[src/sv/solcd_pkg.sv]
// Shared constants and types for the serial output latch command decoder.
// No dependencies; compile first.
package solcd_pkg;

  // Field widths
  localparam int unsigned BYTE_W  = 8;
  localparam int unsigned ID_W    = 5;
  localparam int unsigned IMAGE_W = 64;
  localparam int unsigned POS_W   = 3;

  // Frame positions
  localparam logic [POS_W-1:0] POS_START = 3'd0;
  localparam logic [POS_W-1:0] POS_REG   = 3'd1;
  localparam logic [POS_W-1:0] POS_VALUE = 3'd2;
  localparam logic [POS_W-1:0] POS_IDLE  = 3'd4;

  // Addressing
  localparam logic [ID_W-1:0] ADDR_BROADCAST = 5'd0;
  localparam logic [ID_W-1:0] DEVICE_ID_MAX  = 5'd30;

  // Register numbers
  localparam logic [BYTE_W-1:0] REG_RESET     = 8'd128;
  localparam logic [BYTE_W-1:0] REG_CHANGE_ID = 8'd129;
  localparam logic [BYTE_W-1:0] REG_BIT_LO_A  = 8'd88;
  localparam logic [BYTE_W-1:0] REG_BIT_HI_A  = 8'd119;
  localparam logic [BYTE_W-1:0] REG_BIT_LO_B  = 8'd200;
  localparam logic [BYTE_W-1:0] REG_BIT_HI_B  = 8'd231;
  localparam logic [BYTE_W-1:0] REG_BYTE_LO_A = 8'd120;
  localparam logic [BYTE_W-1:0] REG_BYTE_HI_A = 8'd123;
  localparam logic [BYTE_W-1:0] REG_BYTE_LO_B = 8'd232;
  localparam logic [BYTE_W-1:0] REG_BYTE_HI_B = 8'd235;

  // Address-change sequence
  localparam logic [BYTE_W-1:0] ID_SEQ_ABORT    = 8'd5;
  localparam logic [BYTE_W-1:0] ID_SEQ_DONE_MIN = 8'd2;

  // Latch image: eight bytes, byte k at bits 8k+7..8k
  typedef logic [7:0][BYTE_W-1:0] latch_t;

endpackage

[src/sv/solcd_in_if.sv]
// Input channel of the command decoder: one received byte per transaction.
// Depends on solcd_pkg.
interface solcd_in_if;
  logic                           valid;
  logic                           ready;
  logic [solcd_pkg::BYTE_W-1:0]   rx_byte;
  logic                           line_error;
  logic                           setup_jumper;

  modport source (output valid, output rx_byte, output line_error, output setup_jumper,
                  input ready);
  modport sink   (input valid, input rx_byte, input line_error, input setup_jumper,
                  output ready);
endinterface

[src/sv/solcd_out_if.sv]
// Result channel of the command decoder: latch image and flags per transaction.
// Depends on solcd_pkg.
interface solcd_out_if;
  logic                            valid;
  logic                            ready;
  logic [solcd_pkg::IMAGE_W-1:0]   output_image;
  logic                            reset_request;
  logic                            store_id;
  logic [solcd_pkg::ID_W-1:0]      new_id;
  logic                            jumper_missing;

  modport source (output valid, output output_image, output reset_request, output store_id,
                  output new_id, output jumper_missing, input ready);
  modport sink   (input valid, input output_image, input reset_request, input store_id,
                  input new_id, input jumper_missing, output ready);
endinterface

[src/sv/serial_output_latch_command_decoder_top.sv]
// Serial output latch command decoder, top level.
// Depends on solcd_pkg, solcd_in_if and solcd_out_if.

// Each received byte passes through an input register, is decoded by one level of
// compare and select logic against the frame state and the 64-bit latch image, and
// lands in a result register together with the updated image and the flags. One byte
// is taken every cycle unless both registers are full and the sink stalls, and each
// byte gives exactly one result; input and result registers each hold a transaction,
// so the input stays open while a result waits for the sink until the input register
// is full too. Bytes flagged with a line error change nothing and give a result with
// all flags low. The user must write device_id through cfg_we / cfg_wdata while no
// transaction is in flight (not enforced); values above 30 are clamped to 30.
module serial_output_latch_command_decoder_top (
  input  logic                         clk,
  input  logic                         rst_n,
  solcd_in_if.sink                     in_ch,
  solcd_out_if.source                  out_ch,
  input  logic                         cfg_we,
  input  logic [solcd_pkg::ID_W-1:0]   cfg_wdata
);

  // Configuration
  logic [solcd_pkg::ID_W-1:0] device_id_r;

  // Input stage
  logic                           s1_valid_r;
  logic [solcd_pkg::BYTE_W-1:0]   s1_byte_r;
  logic                           s1_err_r;
  logic                           s1_jumper_r;

  // Decoder state
  solcd_pkg::latch_t              latch_r, latch_nxt;
  logic [solcd_pkg::POS_W-1:0]    fpos_r, fpos_nxt;
  logic [solcd_pkg::BYTE_W-1:0]   regnum_r, regnum_nxt;
  logic [solcd_pkg::BYTE_W-1:0]   value_r, value_nxt;
  logic [solcd_pkg::BYTE_W-1:0]   idseq_r, idseq_nxt;
  logic [solcd_pkg::ID_W-1:0]     pend_id_r, pend_id_nxt;

  // Result stage
  logic                           out_valid_r;
  logic [solcd_pkg::IMAGE_W-1:0]  out_image_r;
  logic                           out_rst_r, out_rst_nxt;
  logic                           out_store_r, out_store_nxt;
  logic [solcd_pkg::ID_W-1:0]     out_id_r, out_id_nxt;
  logic                           out_nojmp_r, out_nojmp_nxt;

  // Handshake
  logic out_adv;
  logic s1_fire;
  logic in_fire;

  assign out_adv     = !out_valid_r || out_ch.ready;
  assign s1_fire     = s1_valid_r && out_adv;
  assign in_ch.ready = !s1_valid_r || out_adv;
  assign in_fire     = in_ch.valid && in_ch.ready;

  // Load device_id, clamped
  always_ff @(posedge clk) begin
    if (!rst_n) begin
      device_id_r <= '0;
    end else if (cfg_we) begin
      device_id_r <= (cfg_wdata > solcd_pkg::DEVICE_ID_MAX) ? solcd_pkg::DEVICE_ID_MAX
                                                             : cfg_wdata;
    end
  end

  // Capture the incoming transaction
  always_ff @(posedge clk) begin
    if (!rst_n) begin
      s1_valid_r <= 1'b0;
    end else if (in_ch.ready) begin
      s1_valid_r <= in_ch.valid;
    end
  end

  always_ff @(posedge clk) begin
    if (in_fire) begin
      s1_byte_r   <= in_ch.rx_byte;
      s1_err_r    <= in_ch.line_error;
      s1_jumper_r <= in_ch.setup_jumper;
    end
  end

  // Decode one byte against the frame state
  always_comb begin
    logic [solcd_pkg::POS_W-1:0]  pos;
    logic [solcd_pkg::POS_W-1:0]  fpos_tmp;
    logic                         advance;
    logic [solcd_pkg::ID_W-1:0]   addr;
    logic [solcd_pkg::BYTE_W-1:0] rnum;
    logic [solcd_pkg::BYTE_W-1:0] ofs;
    logic [solcd_pkg::BYTE_W-1:0] vnew;
    logic [solcd_pkg::BYTE_W-1:0] seq_inc;
    logic [2:0]                   fld;
    logic [solcd_pkg::ID_W-1:0]   adr;

    latch_nxt     = latch_r;
    fpos_nxt      = fpos_r;
    regnum_nxt    = regnum_r;
    value_nxt     = value_r;
    idseq_nxt     = idseq_r;
    pend_id_nxt   = pend_id_r;
    out_rst_nxt   = 1'b0;
    out_store_nxt = 1'b0;
    out_id_nxt    = '0;
    out_nojmp_nxt = 1'b0;

    pos      = s1_byte_r[7] ? solcd_pkg::POS_START : fpos_r;
    fpos_tmp = pos;
    advance  = 1'b1;
    addr     = s1_byte_r[6:2];
    rnum     = regnum_r | s1_byte_r;
    ofs      = '0;
    vnew     = value_r | {s1_byte_r[6:0], 1'b0};
    seq_inc  = idseq_r + 8'd1;
    fld      = vnew[7:5];
    adr      = vnew[4:0];

    if (!s1_err_r) begin
      case (pos)
        solcd_pkg::POS_START: begin
          if (addr != device_id_r && addr != solcd_pkg::ADDR_BROADCAST) begin
            // Foreign frame: drop until the next start byte
            fpos_tmp = solcd_pkg::POS_IDLE;
            advance  = 1'b0;
          end else begin
            regnum_nxt = {s1_byte_r[1], 7'b0};
            value_nxt  = {7'b0, s1_byte_r[0]};
          end
        end
        solcd_pkg::POS_REG: begin
          regnum_nxt = rnum;
          if (rnum == solcd_pkg::REG_RESET) begin
            out_rst_nxt = 1'b1;
            fpos_tmp    = solcd_pkg::POS_IDLE;
          end else if (rnum inside {[solcd_pkg::REG_BIT_LO_A:solcd_pkg::REG_BIT_HI_A]}) begin
            ofs = rnum - solcd_pkg::REG_BIT_LO_A;
            latch_nxt[{1'b0, ofs[4:3]}][ofs[2:0]] = (value_r != '0);
            fpos_tmp = solcd_pkg::POS_IDLE;
          end else if (rnum inside {[solcd_pkg::REG_BIT_LO_B:solcd_pkg::REG_BIT_HI_B]}) begin
            ofs = rnum - solcd_pkg::REG_BIT_LO_B;
            latch_nxt[{1'b1, ofs[4:3]}][ofs[2:0]] = (value_r != '0);
            fpos_tmp = solcd_pkg::POS_IDLE;
          end
        end
        solcd_pkg::POS_VALUE: begin
          value_nxt = vnew;
          if (regnum_r == solcd_pkg::REG_CHANGE_ID) begin
            if (!s1_jumper_r) begin
              out_nojmp_nxt = 1'b1;
            end else if (fld == 3'd0) begin
              // Open the sequence with the proposed address
              idseq_nxt   = '0;
              pend_id_nxt = adr;
            end else if (seq_inc != {5'b0, fld} || pend_id_r != adr) begin
              idseq_nxt = solcd_pkg::ID_SEQ_ABORT;
            end else begin
              idseq_nxt = seq_inc;
              if (seq_inc >= solcd_pkg::ID_SEQ_DONE_MIN) begin
                out_store_nxt = 1'b1;
                out_id_nxt    = pend_id_r;
                out_rst_nxt   = 1'b1;
                fpos_tmp      = solcd_pkg::POS_IDLE;
              end
            end
          end else if (regnum_r inside
                       {[solcd_pkg::REG_BYTE_LO_A:solcd_pkg::REG_BYTE_HI_A]}) begin
            ofs = regnum_r - solcd_pkg::REG_BYTE_LO_A;
            latch_nxt[{1'b0, ofs[1:0]}] = vnew;
            fpos_tmp = solcd_pkg::POS_IDLE;
          end else if (regnum_r inside
                       {[solcd_pkg::REG_BYTE_LO_B:solcd_pkg::REG_BYTE_HI_B]}) begin
            ofs = regnum_r - solcd_pkg::REG_BYTE_LO_B;
            latch_nxt[{1'b1, ofs[1:0]}] = vnew;
            fpos_tmp = solcd_pkg::POS_IDLE;
          end
        end
        default: begin
          // Byte outside any frame
          fpos_tmp = solcd_pkg::POS_IDLE;
        end
      endcase
      fpos_nxt = advance ? fpos_tmp + 3'd1 : fpos_tmp;
    end
  end

  // Update decoder state on each decoded transaction
  always_ff @(posedge clk) begin
    if (!rst_n) begin
      latch_r   <= '0;
      fpos_r    <= solcd_pkg::POS_IDLE;
      regnum_r  <= '0;
      value_r   <= '0;
      idseq_r   <= '0;
      pend_id_r <= '0;
    end else if (s1_fire) begin
      latch_r   <= latch_nxt;
      fpos_r    <= fpos_nxt;
      regnum_r  <= regnum_nxt;
      value_r   <= value_nxt;
      idseq_r   <= idseq_nxt;
      pend_id_r <= pend_id_nxt;
    end
  end

  // Hold the result until the sink takes it
  always_ff @(posedge clk) begin
    if (!rst_n) begin
      out_valid_r <= 1'b0;
    end else if (out_adv) begin
      out_valid_r <= s1_valid_r;
    end
  end

  always_ff @(posedge clk) begin
    if (s1_fire) begin
      out_image_r <= latch_nxt;
      out_rst_r   <= out_rst_nxt;
      out_store_r <= out_store_nxt;
      out_id_r    <= out_id_nxt;
      out_nojmp_r <= out_nojmp_nxt;
    end
  end

  assign out_ch.valid          = out_valid_r;
  assign out_ch.output_image   = out_image_r;
  assign out_ch.reset_request  = out_rst_r;
  assign out_ch.store_id       = out_store_r;
  assign out_ch.new_id         = out_id_r;
  assign out_ch.jumper_missing = out_nojmp_r;

  // A byte with a line error leaves the image and frame position alone
  a_err_no_change: assert property (@(posedge clk) disable iff (!rst_n)
    (s1_fire && s1_err_r) |=> ($stable(latch_r) && $stable(fpos_r)))
    else $error("line error byte changed decoder state");

  // After any decoded byte the frame never sits at the start position
  a_pos_never_start: assert property (@(posedge clk) disable iff (!rst_n)
    s1_fire |=> (fpos_r != solcd_pkg::POS_START))
    else $error("frame position left at start after a byte");

  // A stored address always comes with a reset request and never with a refusal
  a_store_flags: assert property (@(posedge clk) disable iff (!rst_n)
    (out_valid_r && out_store_r) |-> (out_rst_r && !out_nojmp_r))
    else $error("store_id without reset_request or with jumper_missing");

  // Both stages full and sink stalled: input must be closed
  a_full_stall: assert property (@(posedge clk) disable iff (!rst_n)
    (s1_valid_r && out_valid_r && !out_ch.ready) |-> !in_ch.ready)
    else $error("input open while both stages are full");

endmodule
[src/flat_wrapper.sv]
// flat-port wrapper written by rule: the top's interface ports become plain ports
module serial_output_latch_command_decoder_top_flat 
  (clk, rst_n, cfg_we, cfg_wdata, in_ch_valid, in_ch_rx_byte, in_ch_line_error, in_ch_setup_jumper, in_ch_ready, out_ch_valid, out_ch_output_image, out_ch_reset_request, out_ch_store_id, out_ch_new_id, out_ch_jumper_missing, out_ch_ready);
  solcd_in_if in_ch_i ();
  solcd_out_if out_ch_i ();
  input  logic clk;
  input  logic rst_n;
  input  logic cfg_we;
  input  logic [solcd_pkg::ID_W-1:0] cfg_wdata;
  input wire logic [$bits(in_ch_i.valid)-1:0] in_ch_valid;
  input wire logic [$bits(in_ch_i.rx_byte)-1:0] in_ch_rx_byte;
  input wire logic [$bits(in_ch_i.line_error)-1:0] in_ch_line_error;
  input wire logic [$bits(in_ch_i.setup_jumper)-1:0] in_ch_setup_jumper;
  output wire logic [$bits(in_ch_i.ready)-1:0] in_ch_ready;
  output wire logic [$bits(out_ch_i.valid)-1:0] out_ch_valid;
  output wire logic [$bits(out_ch_i.output_image)-1:0] out_ch_output_image;
  output wire logic [$bits(out_ch_i.reset_request)-1:0] out_ch_reset_request;
  output wire logic [$bits(out_ch_i.store_id)-1:0] out_ch_store_id;
  output wire logic [$bits(out_ch_i.new_id)-1:0] out_ch_new_id;
  output wire logic [$bits(out_ch_i.jumper_missing)-1:0] out_ch_jumper_missing;
  input wire logic [$bits(out_ch_i.ready)-1:0] out_ch_ready;
  assign in_ch_i.valid = in_ch_valid;
  assign in_ch_i.rx_byte = in_ch_rx_byte;
  assign in_ch_i.line_error = in_ch_line_error;
  assign in_ch_i.setup_jumper = in_ch_setup_jumper;
  assign in_ch_ready = in_ch_i.ready;
  assign out_ch_valid = out_ch_i.valid;
  assign out_ch_output_image = out_ch_i.output_image;
  assign out_ch_reset_request = out_ch_i.reset_request;
  assign out_ch_store_id = out_ch_i.store_id;
  assign out_ch_new_id = out_ch_i.new_id;
  assign out_ch_jumper_missing = out_ch_i.jumper_missing;
  assign out_ch_i.ready = out_ch_ready;
  serial_output_latch_command_decoder_top u_core (.clk(clk), .rst_n(rst_n), .in_ch(in_ch_i), .out_ch(out_ch_i), .cfg_we(cfg_we), .cfg_wdata(cfg_wdata));
endmodule
[config.mk]
export PLATFORM = sky130hd
export DESIGN_NAME = serial_output_latch_command_decoder_top_flat
export DESIGN_NICKNAME = d
export VERILOG_FILES = /design/src/sv/solcd_pkg.sv /design/src/sv/solcd_in_if.sv /design/src/sv/solcd_out_if.sv /design/src/sv/serial_output_latch_command_decoder_top.sv /design/src/flat_wrapper.sv
export SDC_FILE = /design/constraint.sdc
export NUM_CORES = 1
export LEC_CHECK = 0
export BUFFER_PORTS_ARGS = -buffer_cell sky130_fd_sc_hd__buf_4
export CELL_PAD_IN_SITES_DETAIL_PLACEMENT = 1
export CELL_PAD_IN_SITES_GLOBAL_PLACEMENT = 1
export CORE_MARGIN = 1
export CORE_UTILIZATION = 42
export CTS_CLUSTER_DIAMETER = 150
export DETAILED_ROUTE_END_ITERATION = 10
export PLACE_DENSITY_LB_ADDON = 0.1
export SYNTH_ARGS = -nofsm -noshare
export SYNTH_HDL_FRONTEND = slang
export SYNTH_SLANG_ARGS = --single-unit
[constraint.sdc]
create_clock -name clk -period 3.4 [get_ports clk]
set_input_delay 0.17 -clock clk [delete_from_list [all_inputs] [get_ports clk]]
set_output_delay 0.17 -clock clk [all_outputs]
set_load 0.02 [all_outputs]
==> impl_metrics.toml <==
[final_layout]
finalNetCount = 1112
antenna_cells = 0
layout_commonest_cell = "buf_4"
final_area_um2 = 11400
layout.cells.non_filler = 1382
drive_gt1_frac = 0.207
area_growth_pct = 18.8
fill_cells = 2481
layout_common_cells = "buf_4 (137), dfxtp_1 (103), nor2_1 (84)"

[sta]
rsz0062_at_grt = "false"
slew-limit-headroom = 0.405
drv_slew = 0
clock_skew_ps = 11.7
hold_violations = 1
setup_viol = 0
max_freq_mhz = 351
fin_ws_ps = 550
period_needed_ps = 2850
timing.final.crit_share = 0.838
setup_tns_ps = 0
hold_ws_ps = -0.0676
worst_pin_slew_ps = 884

[place]
pre_cts_ws_ps = 616
dp.cells = 1336
numPortBuffers = 93
place.gp.congestion = 1.00
placed_area_um2 = 10700
hpwlAfterDp_um = 21500

[synth]
syn_area_per_cell_um2 = 9.60
synthArstFlopShare = 0
synth-main-ff-cell = "dfxtp_1"
synth-edff-count = 82
syn_inst = 996
syn_nets = 1019
synth_cell_types = 74
seq_area_frac_synth = 0.473
yosys_register_bits = 185
yosys_warnings = 0
netlist_area_um2 = 9560

[cts]
cts_sinks = 185
cts_tree = "done"
clockBufferDepth = 2
post_cts_resized = 0
clk_latency_ps = 450
cts_buffers = 17
cts-root-buf = "clkbuf_16"
htreeDepth = 4
clkTransAtPathRegs_ps = 70

[route]
wl_per_cell_um = 23.0
postRouteAntennaNets = 0
drt-total-wl_um = 31800
drc = 0
vias = 8555
first_iter_violations = 766
dr.pass1.iters = 5
via_per_inst = 6.19

[critical_path]
path_max_fanout = 17
critical_path_buf_inv_count = 0
endpoint_kind = "flip-flop"
path_cells = "nor3_1 > nand2_1 > nor4_1 > a22oi_1 > a311oi_1"
cp.required_ps = 3740
crit_type = "flip-flop to flip-flop"
reg2reg_depth = 5
worst-path-stages = 5
critPathTopFamily = "simple AND/OR/NAND/NOR gates"
cpPeakStageDelay_ps = 790
startpoint_type = "flip-flop"
crit_slowest_cell = "nor4_1"
cp.arrival_ps = 3190

[worst_hold_path]
hp-class = "input pin to flip-flop"
hold_depth = 3

[floorplan]
io_pins = 94
core_area_um2 = 22100
rows = 54
die_area_um2 = 23400
die_w_um = 153
start_util = 0.433
dieHeight_um = 153

[grt]
track_usage = 0.278
grt_antenna_before_repair = 2
grt_pass1_vias = 8442
grt_max_degree = 66
overflow = 0
grt_pass1_wl_um = 49800

[pwr]
p_leak_uw = 0.00457
power.density_nw_per_um2 = 446
peakVddDrop_mv = 0.313

[flow_run]
drv_cap = 0

[outcome]
outcome = "finished with violations"
violations = "hold timing"
[report_power, final]
group	internal, uW	switching [uW]
sequential	2430	78.6
combinational	231	371
clock	967	983
[final timing paths]
kind	startpoint	to	slack [ps]
max	u_core.s1_err_r$_DFFE_PP_	u_core.latch_r[41]$_SDFFE_PN0P_	550
min	cfg_wdata[0]	u_core.device_id_r[0]$_SDFFE_PN0P_	-0.07
max reg2reg	u_core.s1_err_r$_DFFE_PP_	u_core.latch_r[41]$_SDFFE_PN0P_	550
min reg2reg	u_core.device_id_r[0]$_SDFFE_PN0P_	u_core.device_id_r[0]$_SDFFE_PN0P_	500
[what timing repair did]
item / in CTS / in global routing
endpoints found under the hold margin: 14 / 0
setup buffers: 0 / 0
hold buffers: 14 / 0
[flip-flops by register name (all words and copies together), names as in the netlist, 3 cells and up]
signal	cells
u_core.value_r	8
u_core.out_ch.new_id	5
u_core.device_id_r	5
u_core.pend_id_r	5
u_core.out_ch.output_image	64
u_core.regnum_r	8
u_core.latch_r	64
u_core.s1_byte_r	8
u_core.fpos_r	3
u_core.idseq_r	8
[worst register-to-register path: cells and delay by family, from the launching register on]
kind	cells	cell delay, ps
AND/OR/NAND/NOR	3	1470
AO/OA/AOI/OAI	2	570
flip-flops	1	690
[cells in the mapped netlist, types with 7 or more instances]
master,n,area (um2)
a311oi_1,12,105
nor2_1,84,315
a311o_1,10,100
nand3_1,22,110
mux2i_1,39,390
o21ai_0,67,335
and2_1,8,50.1
or2_2,16,100
inv_1,22,82.6
a222oi_1,7,70.1
nor4_1,7,43.8
buf_2,12,60.1
o21ai_1,11,55.1
edfxtp_1,82,2460
nand2b_1,36,225
nand4_1,10,62.6
a31oi_1,33,206
or3_1,7,43.8
dfxtp_1,103,2060
nor2b_1,7,43.8
o211a_1,24,240
o21ba_2,12,120
a2bb2oi_1,8,70.1
nand2_1,61,229
a211oi_1,13,97.6
a22oi_1,33,248
nor3_1,25,125
a32oi_1,12,105
and3_1,11,68.8
a21oi_1,47,235
clkbuf_1,62,233
[through the flow]
step / util / power, uW
3_3_place_gp: 0.483 / 3130
4_1_cts: 0.514 / 5090
3_5_place_dp: 0.483 / 3140
2_1_floorplan: - / 2910
6_report: 0.514 / 5060
5_1_grt: 0.514 / 5240
[area by class of cell]
| class | instances | area, um2 | area share |
|---|---|---|---|
| timing repair buffer | 152 | 1190 | 0.105 |
| sequential | 185 | 4520 | 0.398 |
| clock buffer | 17 | 425 | 0.0374 |
| multi-input combinational | 709 | 4640 | 0.409 |
| clock inverter | 15 | 135 | 0.0119 |
| inverter | 24 | 92.6 | 0.00815 |
| tap | 280 | 350 | 0.0308 |
[logic make-up after synthesis]
group,Yosys count,synth area share
compound gates,334,0.249
simple gates,322,0.180
flops,185,0.473
buf+inv,102,0.0425
mux,41,0.0432
xor+xnor,9,0.00825
fa+ha+maj,3,0.00393
[routing by layer]
| layer | track usage | vias to the layer above | routed length (um) |
|---|---|---|---|
| met5 | 0 | - | 17 |
| met4 | 0.0991 | 2 | 800 |
| met3 | 0.0510 | 54 | 1850 |
| met2 | 0.426 | 284 | 14200 |
| met1 | 0.391 | 4244 | 15000 |
| li1 | - | 3971 | - |
(Power assumes the default switching activity.)
